`src/hdl/sso_pkg.sv`:
```
// shared types and constants for the second-order state-space block
package sso_pkg;

	// coefficient and state formats
	localparam int COEF_W    = 16;
	localparam int STATE_W   = 24;
	localparam int FRAC_BITS = 13;
	localparam int CFG_IDX_W = 3;
	localparam int CFG_W     = 32;

	// configuration register indexes
	localparam logic [CFG_IDX_W-1:0] REG_A_ROW_ONE  = 3'd0;
	localparam logic [CFG_IDX_W-1:0] REG_A_ROW_TWO  = 3'd1;
	localparam logic [CFG_IDX_W-1:0] REG_B_PAIR     = 3'd2;
	localparam logic [CFG_IDX_W-1:0] REG_C_PAIR     = 3'd3;
	localparam logic [CFG_IDX_W-1:0] REG_D_GAIN     = 3'd4;
	localparam logic [CFG_IDX_W-1:0] REG_INIT_STATE = 3'd5;

	// which product row the multipliers work on
	typedef enum logic [1:0] {
		ROW_N1 = 2'd0,
		ROW_N2 = 2'd1,
		ROW_Y  = 2'd2
	} row_t;

	// controller to datapath commands
	typedef struct packed {
		logic capture;
		logic mul_en;
		row_t row;
		logic load_n1;
		logic load_n2;
		logic load_y;
	} cmd_t;

	// datapath to controller status
	typedef struct packed {
		logic out_free;
	} status_t;

endpackage

```
`src/hdl/sso_datapath.sv`:
```
// datapath: config registers, state, three shared multipliers, round and saturate
module sso_datapath #(
	parameter int SAMPLE_WIDTH = 16
) (
	input  logic                      clk,
	input  logic                      arst_n,
	input  logic                      cfg_wr,
	input  logic [2:0]                cfg_idx,
	input  logic [31:0]               cfg_wdata,
	input  logic [SAMPLE_WIDTH-1:0]   sample_in,
	input  sso_pkg::cmd_t             cmd,
	output sso_pkg::status_t          status,
	output logic                      out_valid,
	input  logic                      out_ready,
	output logic [SAMPLE_WIDTH-1:0]   sample_out
);
	import sso_pkg::*;

	localparam int U_PROD_W = COEF_W + SAMPLE_WIDTH;
	localparam int X_PROD_W = COEF_W + STATE_W;
	localparam int PROD_W   = (U_PROD_W > X_PROD_W) ? U_PROD_W : X_PROD_W;
	localparam int SUM_W    = PROD_W + 2;
	localparam int RND_W    = SUM_W - FRAC_BITS;

	localparam logic signed [SUM_W-1:0] ROUND_BIAS = SUM_W'(1 << (FRAC_BITS - 1));
	localparam logic signed [RND_W-1:0] ST_MAX = RND_W'($signed({1'b0, {(STATE_W-1){1'b1}}}));
	localparam logic signed [RND_W-1:0] ST_MIN = RND_W'($signed({1'b1, {(STATE_W-1){1'b0}}}));
	localparam logic signed [RND_W-1:0] Y_MAX =
		RND_W'($signed({1'b0, {(SAMPLE_WIDTH-1){1'b1}}}));
	localparam logic signed [RND_W-1:0] Y_MIN =
		RND_W'($signed({1'b1, {(SAMPLE_WIDTH-1){1'b0}}}));

	logic [CFG_W-1:0] a_row_one_q, a_row_two_q, b_pair_q, c_pair_q, init_state_q;
	logic [COEF_W-1:0] d_gain_q;
	logic started_q;
	logic signed [STATE_W-1:0] x1_q, x2_q, n1_q;
	logic signed [SAMPLE_WIDTH-1:0] u_q, y_q;
	logic out_valid_q;
	logic signed [PROD_W-1:0] p0_q, p1_q, p2_q;

	logic signed [COEF_W-1:0] coef0, coef1, coef2;
	logic signed [X_PROD_W-1:0] mul0, mul1;
	logic signed [U_PROD_W-1:0] mul2;
	logic signed [SUM_W-1:0] sum;
	logic signed [RND_W-1:0] rnd;
	logic signed [STATE_W-1:0] n_sat;
	logic signed [SAMPLE_WIDTH-1:0] y_sat;

	// configuration writes, unknown indexes ignored
	always_ff @(posedge clk or negedge arst_n) begin
		if (!arst_n) begin
			a_row_one_q  <= '0;
			a_row_two_q  <= '0;
			b_pair_q     <= '0;
			c_pair_q     <= '0;
			d_gain_q     <= '0;
			init_state_q <= '0;
		end else if (cfg_wr) begin
			case (cfg_idx)
				REG_A_ROW_ONE:  a_row_one_q  <= cfg_wdata;
				REG_A_ROW_TWO:  a_row_two_q  <= cfg_wdata;
				REG_B_PAIR:     b_pair_q     <= cfg_wdata;
				REG_C_PAIR:     c_pair_q     <= cfg_wdata;
				REG_D_GAIN:     d_gain_q     <= cfg_wdata[COEF_W-1:0];
				REG_INIT_STATE: init_state_q <= cfg_wdata;
				default: ;
			endcase
		end
	end

	// coefficient selection per row
	always_comb begin
		case (cmd.row)
			ROW_N1: begin
				coef0 = $signed(a_row_one_q[15:0]);
				coef1 = $signed(a_row_one_q[31:16]);
				coef2 = $signed(b_pair_q[15:0]);
			end
			ROW_N2: begin
				coef0 = $signed(a_row_two_q[15:0]);
				coef1 = $signed(a_row_two_q[31:16]);
				coef2 = $signed(b_pair_q[31:16]);
			end
			ROW_Y: begin
				coef0 = $signed(c_pair_q[15:0]);
				coef1 = $signed(c_pair_q[31:16]);
				coef2 = $signed(d_gain_q);
			end
			default: begin
				coef0 = '0;
				coef1 = '0;
				coef2 = '0;
			end
		endcase
	end

	// the y row sees the state already updated, so each multiplier always takes the same state or sample operand
	assign mul0 = coef0 * x1_q;
	assign mul1 = coef1 * x2_q;
	assign mul2 = coef2 * u_q;

	always_ff @(posedge clk) begin
		if (cmd.mul_en) begin
			p0_q <= PROD_W'(mul0);
			p1_q <= PROD_W'(mul1);
			p2_q <= PROD_W'(mul2);
		end
	end

	// sum, round half up, saturate
	assign sum = SUM_W'(p0_q) + SUM_W'(p1_q) + SUM_W'(p2_q) + ROUND_BIAS;
	assign rnd = $signed(sum[SUM_W-1:FRAC_BITS]);

	always_comb begin
		if (rnd > ST_MAX)
			n_sat = ST_MAX[STATE_W-1:0];
		else if (rnd < ST_MIN)
			n_sat = ST_MIN[STATE_W-1:0];
		else
			n_sat = rnd[STATE_W-1:0];
		if (rnd > Y_MAX)
			y_sat = Y_MAX[SAMPLE_WIDTH-1:0];
		else if (rnd < Y_MIN)
			y_sat = Y_MIN[SAMPLE_WIDTH-1:0];
		else
			y_sat = rnd[SAMPLE_WIDTH-1:0];
	end

	// state vector and first-item load from the initial state
	always_ff @(posedge clk or negedge arst_n) begin
		if (!arst_n) begin
			started_q <= 1'b0;
			x1_q      <= '0;
			x2_q      <= '0;
		end else begin
			if (cmd.capture && !started_q) begin
				started_q <= 1'b1;
				x1_q      <= STATE_W'($signed(init_state_q[15:0]));
				x2_q      <= STATE_W'($signed(init_state_q[31:16]));
			end
			if (cmd.load_n2) begin
				x1_q <= n1_q;
				x2_q <= n_sat;
			end
		end
	end

	always_ff @(posedge clk) begin
		if (cmd.capture)
			u_q <= $signed(sample_in);
		if (cmd.load_n1)
			n1_q <= n_sat;
		if (cmd.load_y)
			y_q <= y_sat;
	end

	// output register
	always_ff @(posedge clk or negedge arst_n) begin
		if (!arst_n)
			out_valid_q <= 1'b0;
		else if (cmd.load_y)
			out_valid_q <= 1'b1;
		else if (out_ready)
			out_valid_q <= 1'b0;
	end

	assign status.out_free = !out_valid_q || out_ready;
	assign out_valid       = out_valid_q;
	assign sample_out      = y_q;

endmodule

```
`src/hdl/sso_ctrl.sv`:
```
// controller: sequences the three product rows and the output load
module sso_ctrl (
	input  logic              clk,
	input  logic              arst_n,
	input  logic              in_valid,
	output logic              in_ready,
	input  sso_pkg::status_t  status,
	output sso_pkg::cmd_t     cmd
);
	import sso_pkg::*;

	typedef enum logic [5:0] {
		ST_IDLE   = 6'b000001,
		ST_MUL_N1 = 6'b000010,
		ST_MUL_N2 = 6'b000100,
		ST_UPD    = 6'b001000,
		ST_MUL_Y  = 6'b010000,
		ST_OUT    = 6'b100000
	} fsm_t;

	fsm_t state_q, state_d;
	logic capture;

	// a new item may enter while the last result is handed over
	assign in_ready = (state_q == ST_IDLE) || (state_q == ST_OUT && status.out_free);
	assign capture  = in_valid && in_ready;

	// next state and commands
	always_comb begin
		state_d     = state_q;
		cmd         = '0;
		cmd.row     = ROW_N1;
		cmd.capture = capture;
		case (state_q)
			ST_IDLE: begin
				if (capture)
					state_d = ST_MUL_N1;
			end
			ST_MUL_N1: begin
				cmd.mul_en = 1'b1;
				cmd.row    = ROW_N1;
				state_d    = ST_MUL_N2;
			end
			ST_MUL_N2: begin
				cmd.load_n1 = 1'b1;
				cmd.mul_en  = 1'b1;
				cmd.row     = ROW_N2;
				state_d     = ST_UPD;
			end
			ST_UPD: begin
				cmd.load_n2 = 1'b1;
				state_d     = ST_MUL_Y;
			end
			ST_MUL_Y: begin
				cmd.mul_en = 1'b1;
				cmd.row    = ROW_Y;
				state_d    = ST_OUT;
			end
			ST_OUT: begin
				if (status.out_free) begin
					cmd.load_y = 1'b1;
					state_d    = capture ? ST_MUL_N1 : ST_IDLE;
				end
			end
			default: state_d = ST_IDLE;
		endcase
	end

	always_ff @(posedge clk or negedge arst_n) begin
		if (!arst_n)
			state_q <= ST_IDLE;
		else
			state_q <= state_d;
	end

endmodule

```
`src/hdl/state_space_second_order.sv`:
```
// Second-order state-space system: x = A*x + B*u, y = C*x + D*u, saturated.
// Each item steps through MUL_N1, MUL_N2, UPD, MUL_Y and OUT; a new item is
// taken only in OUT or IDLE, as three dependent product rows share
// one bank of three multipliers, each followed by a sum and saturate step.
// Reset clears the config registers, the state and the result valid; the first
// item loads init_state.
module state_space_second_order #(
	parameter int SAMPLE_WIDTH = 16
) (
	input  logic                                clk,
	input  logic                                arst_n,
	// config write channel
	input  logic                                cfg_valid,
	output logic                                cfg_ready,
	input  logic [2:0]                          cfg_index,
	input  logic [31:0]                         cfg_data,
	// input items
	input  logic                                s_axis_tvalid,
	output logic                                s_axis_tready,
	input  logic [((SAMPLE_WIDTH+7)/8)*8-1:0]   s_axis_tdata,  // sample_in
	// result items
	output logic                                m_axis_tvalid,
	input  logic                                m_axis_tready,
	output logic [((SAMPLE_WIDTH+7)/8)*8-1:0]   m_axis_tdata   // sample_out
);
	import sso_pkg::*;

	localparam int TD_W = ((SAMPLE_WIDTH + 7) / 8) * 8;

	cmd_t    cmd;
	status_t status;
	logic [SAMPLE_WIDTH-1:0] sample_out;

	assign cfg_ready = 1'b1;

	sso_ctrl u_ctrl (
		.clk      (clk),
		.arst_n   (arst_n),
		.in_valid (s_axis_tvalid),
		.in_ready (s_axis_tready),
		.status   (status),
		.cmd      (cmd)
	);

	sso_datapath #(
		.SAMPLE_WIDTH (SAMPLE_WIDTH)
	) u_datapath (
		.clk        (clk),
		.arst_n     (arst_n),
		.cfg_wr     (cfg_valid && cfg_ready),
		.cfg_idx    (cfg_index),
		.cfg_wdata  (cfg_data),
		.sample_in  (s_axis_tdata[SAMPLE_WIDTH-1:0]),
		.cmd        (cmd),
		.status     (status),
		.out_valid  (m_axis_tvalid),
		.out_ready  (m_axis_tready),
		.sample_out (sample_out)
	);

	// zero-pad result to whole bytes
	assign m_axis_tdata = TD_W'(sample_out);

endmodule
```
`config.mk`:
```
export PLATFORM = sky130hd
export DESIGN_NAME = state_space_second_order
export DESIGN_NICKNAME = d
export VERILOG_FILES = /design/src/hdl/sso_pkg.sv /design/src/hdl/sso_datapath.sv /design/src/hdl/sso_ctrl.sv /design/src/hdl/state_space_second_order.sv
export SDC_FILE = /design/constraint.sdc
export NUM_CORES = 2
export LEC_CHECK = 0
export ABC_AREA = 0
export BUFFER_PORTS_ARGS = -buffer_cell sky130_fd_sc_hd__buf_2
export CORE_ASPECT_RATIO = 0.7
export CORE_MARGIN = 2
export CORE_UTILIZATION = 60
export DETAILED_ROUTE_END_ITERATION = 16
export HOLD_SLACK_MARGIN = 0.12
export PLACE_DENSITY = 0.87
export SETUP_SLACK_MARGIN = 0.5
export SYNTH_ARGS = -nofsm -noshare
export SYNTH_HDL_FRONTEND = slang
export SYNTH_SLANG_ARGS = --single-unit
```
`constraint.sdc`:
```
create_clock -name clk -period 8.6 [get_ports clk]
set_clock_uncertainty 0.05 [all_clocks]
set_input_delay 0.86 -clock clk [delete_from_list [all_inputs] [get_ports clk]]
set_output_delay 0.86 -clock clk [all_outputs]
set_load 0.03 [all_outputs]
```
==> summary.md <==
| Metric | Value |
|---|---|
| Main synth FF type | `dfrtp_1` |
| DR pass1 iterations | `9` |
| DR vias/cell | `6.01` |
| TNS Setup | `0 ns` |
| Worst Path Arrival | `8.45 ns` |
| EDFF count, synth | `168` |
| Wire per inst | `22.7 µm` |
| Post-synthesis compound-gate area fraction | `6.55%` |
| Count of cell types in the netlist | `93` |
| Vias in the first global route | `44.6k` |
| Tcrit/Tclk final | `95.1%` |
| Synth Area in XOR/XNOR | `2.07%` |
| Post-synthesis mux area share | `3.62%` |
| Post-DP HPWL | `120000 µm` |
| Clock transition at path regs | `0.07 ns` |
| Cell area after synthesis | `0.0557 mm²` |
| Unrepaired setup endpoints after global routing | `yes` |
| CTS buffer count | `40` |
| Post-synthesis sequential area ratio | `19.5%` |
| Antenna violations before repair | `5` |
| Die X | `368 µm` |
| Endpoint class of the critical path | `flip-flop` |
| All-Layer GR Usage | `33.0%` |
| Post-Synth Adder-Cell Area | `45.7%` |
| Register bit count reported by yosys | `400` |
| CP startpoint kind | `flip-flop` |
| Worst EP required | `8.87 ns` |
| Kind of critical path | `reg2reg` |
| Slew headroom | `3.34%` |
| Routed via count | `41.3k` |
| Max-slew violations | `0` |
| Initial Utilization | `60.5%` |
| Simple-Gate Fraction of Synth Area | `13.2%` |
| Nets@finish | `7068` |
| # port buffers | `73` |
| Final Hold Vio Count | `0` |
| Number of I/O pins | `75` |
| Hold buffer count at cts | `0` |
| Die area | `0.0954 mm²` |
| Ys async rst share | `58.0%` |
| Highest Clock Rate | `0.122 GHz` |
| Floorplan row count | `93` |
| # Max-Cap Violations | `0` |
| Clock Path Buffers | `3` |
| Worst Tran Pin Value | `1.43 ns` |
| Pin count of the biggest net entering global routing | `121` |
| DRC | `0` |
| Worst-Skew Late Latency | `0.61 ns` |
| Status | `completed` |
| Warnings from Yosys | `0` |
| Number of sinks on the clock net | `400` |
| Most frequent cells in the layout | `inv_1 (1170), fa_1 (1047), nand2_1 (691), and2_1 (423), ha_1 (345)` |
| First-pass GRT wire length | `244000 µm` |
| Setup Viol. Count Final | `0` |
| Tmin final | `8.18 ns` |
| Initial DRC count | `4535` |
| Syn Inst Count | `5559` |
| Core area | `0.0920 mm²` |
| Remaining global-route overflow | `0` |
| Layout cells sized above 1 | `11.0%` |
| Routed WL | `156000 µm` |
| Routed Antenna Nets | `0` |
| CTS root buf | `clkbuf_16` |
| Critical path's slowest cell | `fa_1` |
| CTS tree | `built` |
| Synthesized area per cell | `10.0 µm²` |
| Die height | `259 µm` |
| Htree depth | `2` |
| Layout area overhead | `7.98%` |
| Net count after synthesis | `7020` |
| Type of the most critical hold path | `in2async` |
| Gp weighted congestion | `0.994` |
| Crit path top cell by count | `fa_1` |
| Commonest non-fill, non-tap cell in the layout | `inv_1` |
| Critical path peak fanout | `13` |
| Max incr delay on CP | `0.56 ns` |
| Largest family of logic cells by synthesized area | `adder cells` |
==> final cells by class <==
cell class | instances | area (µm²)
antenna | 4 | 10.0
clock buffer | 59 | 1210
clock inverter | 14 | 188
fill | 6497 | 31900
inverter | 1173 | 4400
multi-input combinational | 3777 | 40200
sequential | 400 | 10900
tap | 1235 | 1550
timing repair buffer | 215 | 1770
==> through the flow <==
stage               area, µm²  setup slack, ns  hold slack [ns]  std cells  util, %
finish                  60200            0.421            0.294       6877     65.4
global route            60200            0.242            0.383       6874     65.4
CTS                     59400            0.464            0.334       6846     64.5
detailed placement      57900          -0.0403            0.417       6770     62.9
global placement        57900            0.202            0.410       6770     62.9
floorplan               55700            0.636            0.399       5559        -
==> worst max-delay path, delay by kind of cell (launching register included) <==
family	cells	cell delay, ns
adder cells (fa/ha/maj)	7	3.33
AO/OA/AOI/OAI	10	1.77
buffers and inverters	9	1.19
AND/OR/NAND/NOR	6	1.09
flip-flops	1	0.47
==> what timing repair did <==
item,in CTS,in global routing
buffers inserted,3,21
pin swaps,5,28
resized for setup,27,108
endpoints found under the setup margin,15,31
gates cloned,0,6
==> registers in the layout, indices dropped and copies added, names as in the netlist, 24 cells and up <==
signal / flops
u_datapath.c_pair_q: 32
u_datapath.x1_q: 24
u_datapath.p0_q: 40
u_datapath.a_row_two_q: 32
u_datapath.init_state_q: 32
u_datapath.p2_q: 32
u_datapath.a_row_one_q: 32
u_datapath.x2_q: 24
u_datapath.b_pair_q: 32
u_datapath.p1_q: 40
u_datapath.n1_q: 24
==> cells by family (layout without fill, tap and decap cells) <==
kind of cell               count (synthesis)  count (layout)
other                                      1               5
DFF                                      400             400
muxes                                    179             179
adders and majority gates               1405            1405
and+or+nand+nor                         1532            1533
buffers and inverters                   1383            1461
xor gates and xnor gates                 132             132
AOI/OAI and AO/OA                        527             527
==> synth_stat cells (all sizes together), types with 33 or more instances <==
cell type,n,area [µm²]
inv,1171,4400
fa,1049,21000
nand2,720,2700
and2,425,2660
ha,356,4450
dfrtp,231,5780
clkbuf,198,743
mux2,179,2020
edfxtp,168,5040
nor2,167,629
a21oi,125,629
xnor2,99,867
o21ai,96,492
a21o,60,450
a22oi,48,360
nor3,42,215
nand3,40,210
xor2,33,289
==> metal layers <==
| layer | vias to the layer above | GRT usage [%] | part of all wire (%) |
|---|---|---|---|
| met1 | 20794 | 44.4 | 37 |
| met3 | 542 | 12.1 | 15 |
| met4 | 0 | 13.0 | 5.3 |
| li1 | 17259 | - | - |
| met2 | 2747 | 49.1 | 43 |
| met5 | - | 0 | 0 |
==> path summary, 6_finish.rpt <==
check                                            end  cells past startpoint  slack, ns                start
setup / recovery                 u_datapath.p1_q[39]                     32       0.42    u_ctrl.state_q[5]
hold / removal             u_datapath.a_row_two_q[7]                      1       0.29               arst_n
setup reg to reg                 u_datapath.p1_q[39]                     32       0.42    u_ctrl.state_q[5]
hold reg to reg                  u_datapath.x1_q[23]                      1       0.45  u_datapath.n1_q[23]
max in group asynchronous         u_datapath.x2_q[2]                      2       6.70               arst_n
min in group clk                  u_datapath.u_q[15]                      1       0.39     s_axis_tdata[15]
Power is left out: the tool's default activity adds up to more than one toggle a clock period on the data nets, which glitch-free logic cannot reach.
